<file path="src/sv/dual_output_fault_protector_defines.svh">
// assertion macros for the dual output fault protector
`ifndef DUAL_OUTPUT_FAULT_PROTECTOR_DEFINES_SVH
`define DUAL_OUTPUT_FAULT_PROTECTOR_DEFINES_SVH

// same-cycle implication, checked out of reset
`define DOFP_ASSERT_NOW(label, clk, rst_n, lhs, rhs) \
    label: assert property (@(posedge clk) disable iff (!rst_n) (lhs) |-> (rhs)) \
        else $error("dofp check failed");

// next-cycle implication, checked out of reset
`define DOFP_ASSERT_NEXT(label, clk, rst_n, lhs, rhs) \
    label: assert property (@(posedge clk) disable iff (!rst_n) (lhs) |=> (rhs)) \
        else $error("dofp check failed");

`endif

</file>
<file path="src/sv/dofp_pkg.sv">
// shared types, widths and constants of the dual output fault protector
package dofp_pkg;

    localparam int TIME_W   = 32;
    localparam int VOLT_W   = 14;
    localparam int CUR_W    = 16;
    localparam int DIM_W    = 8;
    localparam int TARGET_W = 12;
    localparam int POWER_W  = CUR_W + VOLT_W;
    localparam int LIMIT_W  = TARGET_W + VOLT_W;
    localparam int COUNT_W  = 3;
    localparam int FAULT_W  = 3;
    localparam int CFG_IDX_W  = 4;
    localparam int CFG_DATA_W = 14;

    localparam int SLOW_DELAY_MS_DEF = 1000;
    localparam int FAST_DELAY_MS_DEF = 200;
    localparam int HOLDOFF_MS_DEF    = 5000;
    localparam int TRIP_LIMIT_DEF    = 5;

    // watts above 110 percent of target, volts in tenths and current in mA
    localparam logic [VOLT_W-1:0] POWER_SCALE = 14'd11000;

    localparam logic [VOLT_W-1:0]   OVER_A_RST   = 14'd5500;
    localparam logic [VOLT_W-1:0]   UNDER_A_RST  = 14'd1500;
    localparam logic [VOLT_W-1:0]   SHORT_A_RST  = 14'd300;
    localparam logic [VOLT_W-1:0]   OVER_B_RST   = 14'd3000;
    localparam logic [VOLT_W-1:0]   UNDER_B_RST  = 14'd500;
    localparam logic [VOLT_W-1:0]   SHORT_B_RST  = 14'd200;
    localparam logic [TARGET_W-1:0] TARGET_A_RST = 12'd1200;
    localparam logic [TARGET_W-1:0] TARGET_B_RST = 12'd1200;

    localparam logic [CFG_IDX_W-1:0] REG_OVER_A   = 4'd0;
    localparam logic [CFG_IDX_W-1:0] REG_UNDER_A  = 4'd1;
    localparam logic [CFG_IDX_W-1:0] REG_SHORT_A  = 4'd2;
    localparam logic [CFG_IDX_W-1:0] REG_OVER_B   = 4'd3;
    localparam logic [CFG_IDX_W-1:0] REG_UNDER_B  = 4'd4;
    localparam logic [CFG_IDX_W-1:0] REG_SHORT_B  = 4'd5;
    localparam logic [CFG_IDX_W-1:0] REG_TARGET_A = 4'd6;
    localparam logic [CFG_IDX_W-1:0] REG_TARGET_B = 4'd7;

    localparam logic [1:0] CODE_NONE  = 2'd0;
    localparam logic [1:0] CODE_VOLT  = 2'd1;
    localparam logic [1:0] CODE_SHORT = 2'd2;
    localparam logic [1:0] CODE_POWER = 2'd3;

    localparam logic [FAULT_W-1:0] FAULT_B_BASE = 3'd3;
    localparam logic [COUNT_W-1:0] COUNT_MAX    = 3'd7;

    typedef enum logic [1:0] {
        KIND_NONE = 2'd0,
        KIND_VOLT = 2'd1,
        KIND_FAST = 2'd2
    } kind_t;

    typedef enum logic [1:0] {
        ACT_RUN      = 2'd0,
        ACT_SHUT_ALL = 2'd1,
        ACT_SHUT_A   = 2'd2,
        ACT_SHUT_B   = 2'd3
    } action_t;

    typedef struct packed {
        kind_t      kind;
        logic [1:0] code;
    } class_t;

    typedef struct packed {
        logic [VOLT_W-1:0]  over_a;
        logic [VOLT_W-1:0]  under_a;
        logic [VOLT_W-1:0]  short_a;
        logic [VOLT_W-1:0]  over_b;
        logic [VOLT_W-1:0]  under_b;
        logic [VOLT_W-1:0]  short_b;
        logic [LIMIT_W-1:0] limit_a;
        logic [LIMIT_W-1:0] limit_b;
    } cfg_t;

    typedef struct packed {
        logic [TIME_W-1:0] now;
        logic              supply;
        logic              started;
        logic              upgrading;
        logic              thermal;
        logic              dims_zero;
        class_t            cls_a;
        class_t            cls_b;
    } item_t;

    typedef struct packed {
        kind_t              kind_a;
        kind_t              kind_b;
        logic [FAULT_W-1:0] last_fault;
        action_t            action;
        logic               restart;
        logic               locked;
    } result_t;

endpackage

</file>
<file path="src/sv/dofp_cfg_regs.sv">
// configuration registers and registered power limits
module dofp_cfg_regs
(
    input  logic                                 clk,
    input  logic                                 rst_n,
    input  logic                                 wr_en,
    input  logic [dofp_pkg::CFG_IDX_W-1:0]       wr_index,
    input  logic [dofp_pkg::CFG_DATA_W-1:0]      wr_data,
    output dofp_pkg::cfg_t                       cfg
);

    logic [dofp_pkg::VOLT_W-1:0]   over_a_reg, under_a_reg, short_a_reg;
    logic [dofp_pkg::VOLT_W-1:0]   over_b_reg, under_b_reg, short_b_reg;
    logic [dofp_pkg::TARGET_W-1:0] target_a_reg, target_b_reg;
    logic [dofp_pkg::LIMIT_W-1:0]  limit_a_reg, limit_b_reg;

    always_ff @(posedge clk or negedge rst_n)
    begin
        if (!rst_n)
        begin
            over_a_reg   <= dofp_pkg::OVER_A_RST;
            under_a_reg  <= dofp_pkg::UNDER_A_RST;
            short_a_reg  <= dofp_pkg::SHORT_A_RST;
            over_b_reg   <= dofp_pkg::OVER_B_RST;
            under_b_reg  <= dofp_pkg::UNDER_B_RST;
            short_b_reg  <= dofp_pkg::SHORT_B_RST;
            target_a_reg <= dofp_pkg::TARGET_A_RST;
            target_b_reg <= dofp_pkg::TARGET_B_RST;
        end
        else if (wr_en)
        begin
            case (wr_index)
                dofp_pkg::REG_OVER_A:   over_a_reg   <= wr_data;
                dofp_pkg::REG_UNDER_A:  under_a_reg  <= wr_data;
                dofp_pkg::REG_SHORT_A:  short_a_reg  <= wr_data;
                dofp_pkg::REG_OVER_B:   over_b_reg   <= wr_data;
                dofp_pkg::REG_UNDER_B:  under_b_reg  <= wr_data;
                dofp_pkg::REG_SHORT_B:  short_b_reg  <= wr_data;
                dofp_pkg::REG_TARGET_A: target_a_reg <= wr_data[dofp_pkg::TARGET_W-1:0];
                dofp_pkg::REG_TARGET_B: target_b_reg <= wr_data[dofp_pkg::TARGET_W-1:0];
                default: ;
            endcase
        end
    end

    // limits are registered from the targets and follow them in the next cycle, well inside the idle gap
    always_ff @(posedge clk or negedge rst_n)
    begin
        if (!rst_n)
        begin
            limit_a_reg <= dofp_pkg::LIMIT_W'(dofp_pkg::TARGET_A_RST) *
                           dofp_pkg::LIMIT_W'(dofp_pkg::POWER_SCALE);
            limit_b_reg <= dofp_pkg::LIMIT_W'(dofp_pkg::TARGET_B_RST) *
                           dofp_pkg::LIMIT_W'(dofp_pkg::POWER_SCALE);
        end
        else
        begin
            limit_a_reg <= dofp_pkg::LIMIT_W'(target_a_reg) *
                           dofp_pkg::LIMIT_W'(dofp_pkg::POWER_SCALE);
            limit_b_reg <= dofp_pkg::LIMIT_W'(target_b_reg) *
                           dofp_pkg::LIMIT_W'(dofp_pkg::POWER_SCALE);
        end
    end

    assign cfg.over_a  = over_a_reg;
    assign cfg.under_a = under_a_reg;
    assign cfg.short_a = short_a_reg;
    assign cfg.over_b  = over_b_reg;
    assign cfg.under_b = under_b_reg;
    assign cfg.short_b = short_b_reg;
    assign cfg.limit_a = limit_a_reg;
    assign cfg.limit_b = limit_b_reg;

endmodule

</file>
<file path="src/sv/dofp_classify.sv">
// per-channel fault classification of one measurement
module dofp_classify
(
    input  logic [dofp_pkg::DIM_W-1:0]   dim,
    input  logic [dofp_pkg::VOLT_W-1:0]  volt,
    input  logic [dofp_pkg::CUR_W-1:0]   cur,
    input  logic [dofp_pkg::VOLT_W-1:0]  over,
    input  logic [dofp_pkg::VOLT_W-1:0]  under,
    input  logic [dofp_pkg::VOLT_W-1:0]  shrt,
    input  logic [dofp_pkg::LIMIT_W-1:0] limit,
    output dofp_pkg::class_t             cls
);

    logic [dofp_pkg::POWER_W-1:0] power;

    assign power = dofp_pkg::POWER_W'(cur) * dofp_pkg::POWER_W'(volt);

    always_comb
    begin
        cls.kind = dofp_pkg::KIND_NONE;
        cls.code = dofp_pkg::CODE_NONE;
        // levels 0 and 1 count as off
        if (dim > 8'd1)
        begin
            if (volt >= over || volt <= under)
            begin
                cls.kind = dofp_pkg::KIND_VOLT;
                cls.code = dofp_pkg::CODE_VOLT;
            end
            else if (volt <= shrt)
            begin
                cls.kind = dofp_pkg::KIND_FAST;
                cls.code = dofp_pkg::CODE_SHORT;
            end
            else if (power > dofp_pkg::POWER_W'(limit))
            begin
                cls.kind = dofp_pkg::KIND_FAST;
                cls.code = dofp_pkg::CODE_POWER;
            end
        end
    end

endmodule

</file>
<file path="src/sv/dofp_state.sv">
// persistence timers, hold-off, lock-out and shutdown decision
module dofp_state
#(
    parameter int SLOW_DELAY_MS = dofp_pkg::SLOW_DELAY_MS_DEF,
    parameter int FAST_DELAY_MS = dofp_pkg::FAST_DELAY_MS_DEF,
    parameter int HOLDOFF_MS    = dofp_pkg::HOLDOFF_MS_DEF,
    parameter int TRIP_LIMIT    = dofp_pkg::TRIP_LIMIT_DEF
)
(
    input  logic              clk,
    input  logic              rst_n,
    input  logic              advance,
    input  dofp_pkg::item_t   item,
    output dofp_pkg::result_t result
);

    localparam logic [dofp_pkg::TIME_W-1:0]  SLOW_LIM = dofp_pkg::TIME_W'(SLOW_DELAY_MS);
    localparam logic [dofp_pkg::TIME_W-1:0]  FAST_LIM = dofp_pkg::TIME_W'(FAST_DELAY_MS);
    localparam logic [dofp_pkg::TIME_W-1:0]  HOLD_LIM = dofp_pkg::TIME_W'(HOLDOFF_MS);
    localparam logic [dofp_pkg::COUNT_W-1:0] LOCK_CNT = dofp_pkg::COUNT_W'(TRIP_LIMIT);

    logic [dofp_pkg::TIME_W-1:0]  start_a_reg, start_a_next;
    logic [dofp_pkg::TIME_W-1:0]  start_b_reg, start_b_next;
    logic                         slow_a_reg, slow_a_next, fast_a_reg, fast_a_next;
    logic                         slow_b_reg, slow_b_next, fast_b_reg, fast_b_next;
    logic                         holdoff_reg, holdoff_next;
    logic                         latched_reg, latched_next;
    logic [dofp_pkg::COUNT_W-1:0] count_reg, count_next;
    dofp_pkg::kind_t              kind_a_reg, kind_a_next, kind_b_reg, kind_b_next;
    logic [dofp_pkg::FAULT_W-1:0] fault_reg, fault_next;

    logic                         go;
    logic                         restart;
    logic [dofp_pkg::TIME_W-1:0]  el_a, el_b;
    logic [dofp_pkg::COUNT_W-1:0] count_inc;

    assign go        = item.supply && item.started;
    assign el_a      = item.now - start_a_reg;
    assign el_b      = item.now - start_b_reg;
    assign count_inc = (count_reg < dofp_pkg::COUNT_MAX) ? count_reg + 3'd1 : count_reg;

    always_comb
    begin
        start_a_next = start_a_reg;
        start_b_next = start_b_reg;
        slow_a_next  = slow_a_reg;
        fast_a_next  = fast_a_reg;
        slow_b_next  = slow_b_reg;
        fast_b_next  = fast_b_reg;
        holdoff_next = holdoff_reg;
        latched_next = latched_reg;
        count_next   = count_reg;
        kind_a_next  = kind_a_reg;
        kind_b_next  = kind_b_reg;
        fault_next   = fault_reg;
        restart      = 1'b0;

        if (go)
        begin
            // channel 2 takes priority, so its fault wins when both channels report one
            if (item.cls_b.code != dofp_pkg::CODE_NONE)
                fault_next = dofp_pkg::FAULT_W'(item.cls_b.code) + dofp_pkg::FAULT_B_BASE;
            else if (item.cls_a.code != dofp_pkg::CODE_NONE)
                fault_next = dofp_pkg::FAULT_W'(item.cls_a.code);

            if (holdoff_reg)
            begin
                if (el_a >= HOLD_LIM)
                begin
                    holdoff_next = 1'b0;
                    kind_a_next  = dofp_pkg::KIND_NONE;
                    restart      = 1'b1;
                end
            end
            else if (latched_reg)
                kind_a_next = dofp_pkg::KIND_VOLT;
            else if (item.cls_a.kind == dofp_pkg::KIND_VOLT)
            begin
                if (!slow_a_reg)
                begin
                    start_a_next = item.now;
                    slow_a_next  = 1'b1;
                end
                else if (el_a > SLOW_LIM)
                begin
                    kind_a_next  = dofp_pkg::KIND_VOLT;
                    holdoff_next = 1'b1;
                    start_a_next = item.now;
                    slow_a_next  = 1'b0;
                    count_next   = count_inc;
                    if (count_inc >= LOCK_CNT)
                        latched_next = 1'b1;
                end
            end
            else if (item.cls_a.kind == dofp_pkg::KIND_FAST)
            begin
                if (!fast_a_reg)
                begin
                    start_a_next = item.now;
                    fast_a_next  = 1'b1;
                end
                else if (el_a > FAST_LIM)
                begin
                    kind_a_next = dofp_pkg::KIND_FAST;
                    fast_a_next = 1'b0;
                end
            end
            else
            begin
                kind_a_next = dofp_pkg::KIND_NONE;
                slow_a_next = 1'b0;
                fast_a_next = 1'b0;
            end

            if (item.cls_b.kind == dofp_pkg::KIND_VOLT)
            begin
                if (!slow_b_reg)
                begin
                    start_b_next = item.now;
                    slow_b_next  = 1'b1;
                end
                else if (el_b > SLOW_LIM)
                begin
                    kind_b_next = dofp_pkg::KIND_VOLT;
                    slow_b_next = 1'b0;
                end
            end
            else if (item.cls_b.kind == dofp_pkg::KIND_FAST)
            begin
                if (!fast_b_reg)
                begin
                    start_b_next = item.now;
                    fast_b_next  = 1'b1;
                end
                else if (el_b > FAST_LIM)
                begin
                    kind_b_next = dofp_pkg::KIND_FAST;
                    fast_b_next = 1'b0;
                end
            end
            else
            begin
                kind_b_next = dofp_pkg::KIND_NONE;
                slow_b_next = 1'b0;
                fast_b_next = 1'b0;
            end
        end
    end

    always_ff @(posedge clk or negedge rst_n)
    begin
        if (!rst_n)
        begin
            start_a_reg <= '0;
            start_b_reg <= '0;
            slow_a_reg  <= 1'b0;
            fast_a_reg  <= 1'b0;
            slow_b_reg  <= 1'b0;
            fast_b_reg  <= 1'b0;
            holdoff_reg <= 1'b0;
            latched_reg <= 1'b0;
            count_reg   <= '0;
            kind_a_reg  <= dofp_pkg::KIND_NONE;
            kind_b_reg  <= dofp_pkg::KIND_NONE;
            fault_reg   <= '0;
        end
        else if (advance)
        begin
            start_a_reg <= start_a_next;
            start_b_reg <= start_b_next;
            slow_a_reg  <= slow_a_next;
            fast_a_reg  <= fast_a_next;
            slow_b_reg  <= slow_b_next;
            fast_b_reg  <= fast_b_next;
            holdoff_reg <= holdoff_next;
            latched_reg <= latched_next;
            count_reg   <= count_next;
            kind_a_reg  <= kind_a_next;
            kind_b_reg  <= kind_b_next;
            fault_reg   <= fault_next;
        end
    end

    always_comb
    begin
        result.kind_a     = kind_a_next;
        result.kind_b     = kind_b_next;
        result.last_fault = fault_next;
        result.restart    = restart;
        result.locked     = latched_next;
        if (!item.supply || item.upgrading || item.thermal || item.dims_zero)
            result.action = dofp_pkg::ACT_SHUT_ALL;
        else if (kind_a_next != dofp_pkg::KIND_NONE && kind_b_next != dofp_pkg::KIND_NONE)
            result.action = dofp_pkg::ACT_SHUT_ALL;
        else if (kind_a_next != dofp_pkg::KIND_NONE)
            result.action = dofp_pkg::ACT_SHUT_A;
        else if (kind_b_next != dofp_pkg::KIND_NONE)
            result.action = dofp_pkg::ACT_SHUT_B;
        else
            result.action = dofp_pkg::ACT_RUN;
    end

endmodule

</file>
<file path="src/sv/dual_output_fault_protector.sv">
// top level of the two-channel led output fault protector
// Takes one protection tick per clock and returns one result per tick. An item
// goes through three registers: the input register, the classification
// register (window compares and the current-times-voltage multiply against
// the power limit) and the result register (persistence timers, hold-off,
// lock-out and shutdown choice), and its result is read from the result
// register. With out_ready held high a new item is taken every cycle; a
// stalled output holds the pipeline, and in_ready falls once all three
// stages are full. Configuration writes are always taken and reach the
// power limits through the target registers, which feed the limit registers.
`include "dual_output_fault_protector_defines.svh"

module dual_output_fault_protector
#(
    parameter int SLOW_DELAY_MS = dofp_pkg::SLOW_DELAY_MS_DEF,
    parameter int FAST_DELAY_MS = dofp_pkg::FAST_DELAY_MS_DEF,
    parameter int HOLDOFF_MS    = dofp_pkg::HOLDOFF_MS_DEF,
    parameter int TRIP_LIMIT    = dofp_pkg::TRIP_LIMIT_DEF
)
(
    input  logic                             clk,
    input  logic                             rst_n,

    input  logic                             cfg_valid,
    output logic                             cfg_ready,
    input  logic [dofp_pkg::CFG_IDX_W-1:0]   cfg_index,
    input  logic [dofp_pkg::CFG_DATA_W-1:0]  cfg_data,

    input  logic                             in_valid,
    output logic                             in_ready,
    input  logic [dofp_pkg::TIME_W-1:0]      now_ms,
    input  logic                             supply_ok,
    input  logic                             outputs_started,
    input  logic                             upgrading,
    input  logic                             thermal_shutdown,
    input  logic [dofp_pkg::DIM_W-1:0]       dim_level_a,
    input  logic [dofp_pkg::DIM_W-1:0]       dim_level_b,
    input  logic [dofp_pkg::VOLT_W-1:0]      volt_a,
    input  logic [dofp_pkg::VOLT_W-1:0]      volt_b,
    input  logic [dofp_pkg::CUR_W-1:0]       current_a,
    input  logic [dofp_pkg::CUR_W-1:0]       current_b,

    output logic                             out_valid,
    input  logic                             out_ready,
    output logic [1:0]                       trip_kind_a,
    output logic [1:0]                       trip_kind_b,
    output logic [dofp_pkg::FAULT_W-1:0]     last_fault,
    output logic [1:0]                       shutdown_action,
    output logic                             restart_a,
    output logic                             locked_a
);

    dofp_pkg::cfg_t    cfg;
    dofp_pkg::class_t  cls_a, cls_b;
    dofp_pkg::item_t   item_reg, item_next;
    dofp_pkg::result_t result, result_reg;

    logic                           s1_valid_reg, s2_valid_reg, out_valid_reg;
    logic [dofp_pkg::TIME_W-1:0]    now_reg;
    logic                           supply_reg, started_reg, upgrading_reg, thermal_reg;
    logic [dofp_pkg::DIM_W-1:0]     dim_a_reg, dim_b_reg;
    logic [dofp_pkg::VOLT_W-1:0]    volt_a_reg, volt_b_reg;
    logic [dofp_pkg::CUR_W-1:0]     cur_a_reg, cur_b_reg;

    logic in_take, s1_move, s2_ready, out_load;

    assign cfg_ready = 1'b1;

    dofp_cfg_regs u_cfg
    (
        .clk      (clk),
        .rst_n    (rst_n),
        .wr_en    (cfg_valid),
        .wr_index (cfg_index),
        .wr_data  (cfg_data),
        .cfg      (cfg)
    );

    // pipeline handshake, back-pressure runs from the output to the input
    assign out_load = s2_valid_reg && (!out_valid_reg || out_ready);
    assign s2_ready = !s2_valid_reg || out_load;
    assign s1_move  = s1_valid_reg && s2_ready;
    assign in_ready = !s1_valid_reg || s2_ready;
    assign in_take  = in_valid && in_ready;

    always_ff @(posedge clk or negedge rst_n)
    begin
        if (!rst_n)
        begin
            s1_valid_reg  <= 1'b0;
            s2_valid_reg  <= 1'b0;
            out_valid_reg <= 1'b0;
        end
        else
        begin
            if (in_take)
                s1_valid_reg <= 1'b1;
            else if (s1_move)
                s1_valid_reg <= 1'b0;

            if (s1_move)
                s2_valid_reg <= 1'b1;
            else if (out_load)
                s2_valid_reg <= 1'b0;

            if (out_load)
                out_valid_reg <= 1'b1;
            else if (out_ready)
                out_valid_reg <= 1'b0;
        end
    end

    always_ff @(posedge clk)
    begin
        if (in_take)
        begin
            now_reg       <= now_ms;
            supply_reg    <= supply_ok;
            started_reg   <= outputs_started;
            upgrading_reg <= upgrading;
            thermal_reg   <= thermal_shutdown;
            dim_a_reg     <= dim_level_a;
            dim_b_reg     <= dim_level_b;
            volt_a_reg    <= volt_a;
            volt_b_reg    <= volt_b;
            cur_a_reg     <= current_a;
            cur_b_reg     <= current_b;
        end
    end

    dofp_classify u_cls_a
    (
        .dim   (dim_a_reg),
        .volt  (volt_a_reg),
        .cur   (cur_a_reg),
        .over  (cfg.over_a),
        .under (cfg.under_a),
        .shrt  (cfg.short_a),
        .limit (cfg.limit_a),
        .cls   (cls_a)
    );

    dofp_classify u_cls_b
    (
        .dim   (dim_b_reg),
        .volt  (volt_b_reg),
        .cur   (cur_b_reg),
        .over  (cfg.over_b),
        .under (cfg.under_b),
        .shrt  (cfg.short_b),
        .limit (cfg.limit_b),
        .cls   (cls_b)
    );

    always_comb
    begin
        item_next.now       = now_reg;
        item_next.supply    = supply_reg;
        item_next.started   = started_reg;
        item_next.upgrading = upgrading_reg;
        item_next.thermal   = thermal_reg;
        item_next.dims_zero = (dim_a_reg == '0) && (dim_b_reg == '0);
        item_next.cls_a     = cls_a;
        item_next.cls_b     = cls_b;
    end

    always_ff @(posedge clk)
    begin
        if (s1_move)
            item_reg <= item_next;
    end

    dofp_state
    #(
        .SLOW_DELAY_MS (SLOW_DELAY_MS),
        .FAST_DELAY_MS (FAST_DELAY_MS),
        .HOLDOFF_MS    (HOLDOFF_MS),
        .TRIP_LIMIT    (TRIP_LIMIT)
    )
    u_state
    (
        .clk     (clk),
        .rst_n   (rst_n),
        .advance (out_load),
        .item    (item_reg),
        .result  (result)
    );

    always_ff @(posedge clk)
    begin
        if (out_load)
            result_reg <= result;
    end

    assign out_valid       = out_valid_reg;
    assign trip_kind_a     = result_reg.kind_a;
    assign trip_kind_b     = result_reg.kind_b;
    assign last_fault      = result_reg.last_fault;
    assign shutdown_action = result_reg.action;
    assign restart_a       = result_reg.restart;
    assign locked_a        = result_reg.locked;

    // restart ends a hold-off, which clears the channel 1 trip
    `DOFP_ASSERT_NOW(a_restart_clears, clk, rst_n, out_valid && restart_a, trip_kind_a == dofp_pkg::KIND_NONE)
    // two tripped channels always shut both outputs
    `DOFP_ASSERT_NOW(a_both_shut, clk, rst_n, out_valid && trip_kind_a != dofp_pkg::KIND_NONE && trip_kind_b != dofp_pkg::KIND_NONE, shutdown_action == dofp_pkg::ACT_SHUT_ALL)
    // the lock-out never releases
    `DOFP_ASSERT_NEXT(a_lock_sticky, clk, rst_n, out_valid && locked_a, locked_a)
    // a waiting result is not overwritten
    `DOFP_ASSERT_NEXT(a_out_hold, clk, rst_n, out_valid && !out_ready, $stable(result_reg))

endmodule

</file>
<file path="config.mk">
export PLATFORM = sky130hd
export DESIGN_NAME = dual_output_fault_protector
export DESIGN_NICKNAME = d
export VERILOG_FILES = /design/src/sv/dofp_pkg.sv /design/src/sv/dofp_cfg_regs.sv /design/src/sv/dofp_classify.sv /design/src/sv/dofp_state.sv /design/src/sv/dual_output_fault_protector.sv
export VERILOG_INCLUDE_DIRS = /design/src /design/src/sv
export SDC_FILE = /design/constraint.sdc
export NUM_CORES = 2
export LEC_CHECK = 0
export BUFFER_PORTS_ARGS = -buffer_cell sky130_fd_sc_hd__buf_2
export CORE_AREA = 8 8 295 297
export CTS_BUF_LIST = sky130_fd_sc_hd__clkbuf_8 sky130_fd_sc_hd__clkbuf_16
export CTS_CLUSTER_DIAMETER = 120
export DETAILED_ROUTE_END_ITERATION = 16
export DIE_AREA = 0 0 303 305
export PLACE_DENSITY_LB_ADDON = 0.05
export SYNTH_ARGS = -nofsm -noshare
export SYNTH_HDL_FRONTEND = slang
export SYNTH_SLANG_ARGS = --single-unit
</file>
<file path="constraint.sdc">
create_clock -name clk -period 10.3 [get_ports clk]
set_input_delay 2.06 -clock clk [delete_from_list [all_inputs] [get_ports clk]]
set_output_delay 2.06 -clock clk [all_outputs]
set_load 0.05 [all_outputs]
</file>
======== After elaboration in Yosys (flattened, before gate mapping) ========
Cells that the tools add are included.
storage, ports and cells
  input port bits ......................... 135
  register bits ........................... 405
  latch bits .............................. 0
  bits in read-only memories .............. 0
  memory bits (writable) .................. 0
  memories kept ........................... 0
  word-level logic and storage cells ...... 226
  output and inout bits ................... 14
cells by class
  multiply operators ...................... 4
  reductions and logical operators ........ 50
  shifts and indexed selects .............. 0
  mux-type cells .......................... 72
  equal/unequal tests ..................... 17
  $add $sub $neg .......................... 4
  divide/modulo/power cells ............... 0
  bitwise operators ....................... 6
  $lt $le $gt $ge ......................... 17
operators with widths
  operator                                                number
  2-to-1 mux 32 bit                                       9
  > comparator 32 x 10 -> 1 bit (second input constant)   2
  > comparator 32 x 8 -> 1 bit (second input constant)    2
  subtractor 32 bit                                       2
  > comparator 30 x 26 -> 1 bit                           2
  multiplier 16 x 14 -> 30 bit                            2
  <= comparator 14 bit                                    4
  multiplier 12 x 11 -> 23 bit (second input constant)    2
  2-to-1 mux 2 bit                                        19
  2-to-1 mux 1 bit                                        34
  >= comparator 32 x 13 -> 1 bit (second input constant)  1
  >= comparator 14 bit                                    2
  AND reduction 2 bit                                     10
  2-to-1 mux 3 bit                                        6
  nonzero test 2 bit                                      9
  == test 4 x 3 -> 1 bit (second input constant)          4
  > comparator 8 x 1 -> 1 bit (second input constant)     2
  logical NOT 8 bit                                       2
  2-to-1 mux 4 bit                                        4
  AND reduction 5 bit                                     3
  AND reduction 7 bit                                     2
  == test 4 x 2 -> 1 bit (second input constant)          2
  logical OR 1 bit                                        8
  logical AND 1 bit                                       6
  15 further kinds                                        31

======== Logic depth before layout (Yosys ltp) ========
  depth in word-level cells ............... 12
  depth in mapped cells ................... 36
  gate-level depth less buffers ........... 35

======== Cells and area by module ========
From an unflattened synthesis, not the netlist that was laid out.
unflattened totals
  cells, all modules ...................... 4477
  area, all modules ....................... 43329.1 um^2
modules (own cells, without submodules)
  module                       cells an instance  sequential area each (um^2)  area each (um^2)  times used
  dofp_cfg_regs                977                3930.0                       11380.9           1
  dofp_classify at u_cls_a     1137               0.0                          9351.5            1
  dofp_classify at u_cls_b     1126               0.0                          9313.9            1
  dofp_state                   1050               2001.9                       8057.7            1
  dual_output_fault_protector  187                5119.9                       5225.0            1

======== Worst setup path before layout ========
OpenSTA, ideal clock, no wires.
  kind .................................... reg2reg
  start point ............................. register volt_b_reg[4] (netlist name)
  end point ............................... register item_reg[3] (netlist name) (data pin)
  data required time ...................... 10.045 ns
  buffers on the path ..................... 0
  stages on the path, launching flop included .. 33
  data arrival time ....................... 7.970 ns
  path slack .............................. 2.075 ns
  library setup time ...................... 0.255 ns
  clock period less this slack ............ 8.225 ns
  cell sequence ........................... edfxtp_1 and2_1 fa_1 inv_1 fa_1 inv_1 fa_1 fa_1 fa_1 inv_1 fa_1 inv_1 ha_1 a21o_1 a21o_1 a221oi_1 o32ai_1 o31a_1 a21oi_1 ha_1 a21o_1 a21o_1 a21o_1 a21o_1 a21o_1 a21o_1 a21oi_1 o21ai_0 o21ai_0 o21bai_1 nand3_1 or4b_2 and3_1
on the way
  longest elaborated chain between the ends .. 4
  elaborated cells between the ends (all ways) .. 9
  those cells by class .................... mul (1); order compare (4); mux (2); reduce/logical (2)
RTL lines
  element                        line                                source
  start, declared                dual_output_fault_protector.sv:62   logic [dofp_pkg::VOLT_W-1:0] volt_a_reg, volt_b_reg;
  start signal, assigned         dual_output_fault_protector.sv:125  volt_b_reg <= volt_b;
  multiplier 16 x 14 -> 30 bit   dofp_classify.sv:16                 assign power = dofp_pkg::POWER_W'(cur) * dofp_pkg::POWER_W'(volt);
  > comparator 30 x 26 -> 1 bit  dofp_classify.sv:35                 else if (power > dofp_pkg::POWER_W'(limit))
  2-to-1 mux 4 bit               dofp_classify.sv:35
  2-to-1 mux 4 bit               dofp_classify.sv:30                 else if (volt <= shrt)
  end signal, assigned           dual_output_fault_protector.sv:170  item_reg <= item_next;
  end, declared                  dual_output_fault_protector.sv:55   dofp_pkg::item_t item_reg, item_next;
Several ways; a longest one is shown, not always the timed one.
A chain may end at the register's enable or synchronous reset.

======== Worst setup path after layout ========
Ends and elaborated chain as after synthesis.

==> qor.yml <==
synth:
  synthMostInstantiatedCell: "inv_1"
  synth_area_leaders: "fa_1 21%, ha_1 16%, edfxtp_1 12%, dfrtp_1 11%, inv_1 6.9%"
  yosys.area.top_type: "fa_1"
  yosys_warnings: 0
  synthesis.area_mm2: 0.0415
  syn_nets: 5308
  yosysTopAreaCellShare: 0.213
  syn_area_per_cell_um2: 9.91
  synth_ff_type: "dfrtp_1"
  postSynthCellCount: 4190
  synth_cell_types: 90
  synth_seq_cells: 403
  ys_seq_area_frac: 0.265
  synthTopCellsByCount: "765 x inv_1, 541 x ha_1, 442 x fa_1"
  async_flop_share: 0.588
  synth-edff-count: 166
routing:
  dr.pass1.iters: 5
  drtAntennaViolNets: 0
  drcViolationCount: 0
  vias: 29100
  wl_mm: 99.5
  wl_per_cell_um: 18.3
  drt-initial-drc-count: 1394
  vias_per_cell: 5.36
global_routing:
  grt_pass1_wl_mm: 165
  antenna_found_initial: 3
  grtUsageTotal: 0.221
  overflow: 0
  grt_start_max_net_pins: 137
  grt_pass1_vias: 30600
sta:
  tightestPinTransition_ns: 1.09
  hold_viol_final: 0
  min_period_over_period: 0.879
  max_freq_ghz: 0.110
  tns_ns: 0
  clock_skew_ns: 0.0309
  slew-limit-headroom: 0.272
  rsz0062_at_grt: "false"
  setup_ws_ns: 1.25
  layout_min_cycle_time_ns: 9.05
  finalSetupViolCount: 0
  slew_violations: 0
floorplanning:
  core_mm2: 0.0826
  initial_core_util: 0.503
  die_area_mm2: 0.0924
  die_x_um: 303
  io_pins: 149
  rows: 106
  die_h_um: 305
clock_network:
  post_cts_buffers: 0
  htree_levels: 2
  cts.clk_slew.worst_paths_ns: 0.07
  holdBufCountCts: 0
  cts-root-buf: "clkbuf_16"
  clkLatencyLatePin_ns: 0.62
  tritoncts: "done"
  ctsResizeCount: 0
  clock-sinks: 403
  numCtsBuffers: 50
  clk_path_buf_depth: 3
critical_path:
  crit_slowest_cell: "edfxtp_1"
  worst-r2r-setup-slack_ns: 1.25
  crit_path_start_kind: "flop"
  path_class: "flop to flop"
  crit_path_frequent_cell: "a21o_1"
  cp_max_fo: 19
  crit_arrival_ns: 9.43
  end_kind: "flop"
  worst_path_largest_cell_delay_ns: 0.69
  cp.required_ns: 10.67
place:
  port_buffers: 147
  gp_congestion: 0.892
  hpwlAfterDp_mm: 78.4
  dpl_worst_slack_ns: 1.30
layout:
  multiInputGateArea_mm2: 0.0273
  largest_reg_flops: 43
  fillers: 7535
  final_nets: 5422
  fin_util: 0.547
  area_growth_pct: 8.69
  drive_above_1_share: 0.101
  seqCellArea_mm2: 0.0110
  antenna_cells: 0
job:
  maxCapViolCount: 0
hold_path:
  hold_path_class: "flop to flop"
outcome:
  run_status: "finished, final reports clean"
[worst paths after layout]
path                                                       endpoint               startpoint  depth (start not counted)
worst max register to register            item_reg[3]$_SDFFCE_PP0P_  volt_b_reg[4]$_DFFE_PP_                         32
worst min-delay path                         item_reg[30]$_DFFE_PP_    now_reg[17]$_DFFE_PP_                          0
worst min register to register               item_reg[30]$_DFFE_PP_    now_reg[17]$_DFFE_PP_                          0
min in group asynchronous        u_cfg.target_b_reg[11]$_DFFE_PN0P_                    rst_n                          1
worst max-delay path                      item_reg[3]$_SDFFCE_PP0P_  volt_b_reg[4]$_DFFE_PP_                         32
max in group asynchronous       u_state.start_b_reg[26]$_DFFE_PN0P_                    rst_n                          2
[layout by cell type (no fill, tap or decap), types with 96 or more instances in the layout]
cell type,instances
and2_1,210
buf_2,146
fa_1,442
ha_1,541
inv_1,775
nor2_1,137
edfxtp_1,166
a21oi_1,146
o21ai_0,145
nand2_1,430
dfrtp_1,176
mux2_2,96
[cell families after synthesis]
group                      count (synthesis)  synth area share
AOI/OAI and AO/OA                        652             0.103
other                                      1         0.0000903
xor gates and xnor gates                 105            0.0221
DFF                                      403             0.265
and+or+nand+nor                         1070             0.127
muxes                                    110            0.0295
buffers and inverters                    866            0.0784
adders and majority gates                983             0.376
[critical path: cells and delay by family (launching register included)]
family | cells | cell delay, ns
adders and majority gates | 8 | 3.68
AOI/OAI and AO/OA | 16 | 2.97
and+or+nand+nor | 4 | 1.27
DFF | 1 | 0.69
buffers and inverters | 4 | 0.20
[layout make-up]
class                           instances  area share
Multi-Input combinational cell       2921       0.605
Inverter                              765      0.0636
Clock inverter                         36     0.00779
Timing Repair Buffer                  163      0.0195
Clock buffer                           58      0.0309
Sequential cell                       403       0.243
Tap cell                             1080      0.0299
[metrics by stage]
stage / hold WS, ns / cells / area, um^2
global placement: 0.401 / 5332 / 43400
CTS: 0.419 / 5426 / 45200
global route: 0.421 / 5426 / 45200
detailed placement: 0.405 / 5332 / 43400
floorplan: 0.400 / 4190 / 41500
finish: 0.417 / 5426 / 45200
[layer usage]
layer / global-route usage / wire [um] / part of all wire
met3: 0.0266 / 3470 / 0.035
met4: 0.0461 / 1960 / 0.020
met2: 0.371 / 47400 / 0.48
met1: 0.307 / 46600 / 0.47
met5: 0 / 28 / 0.00028
Power is not shown: default switching activity piles up to over one toggle a cycle in this logic, so the estimate is an artifact.
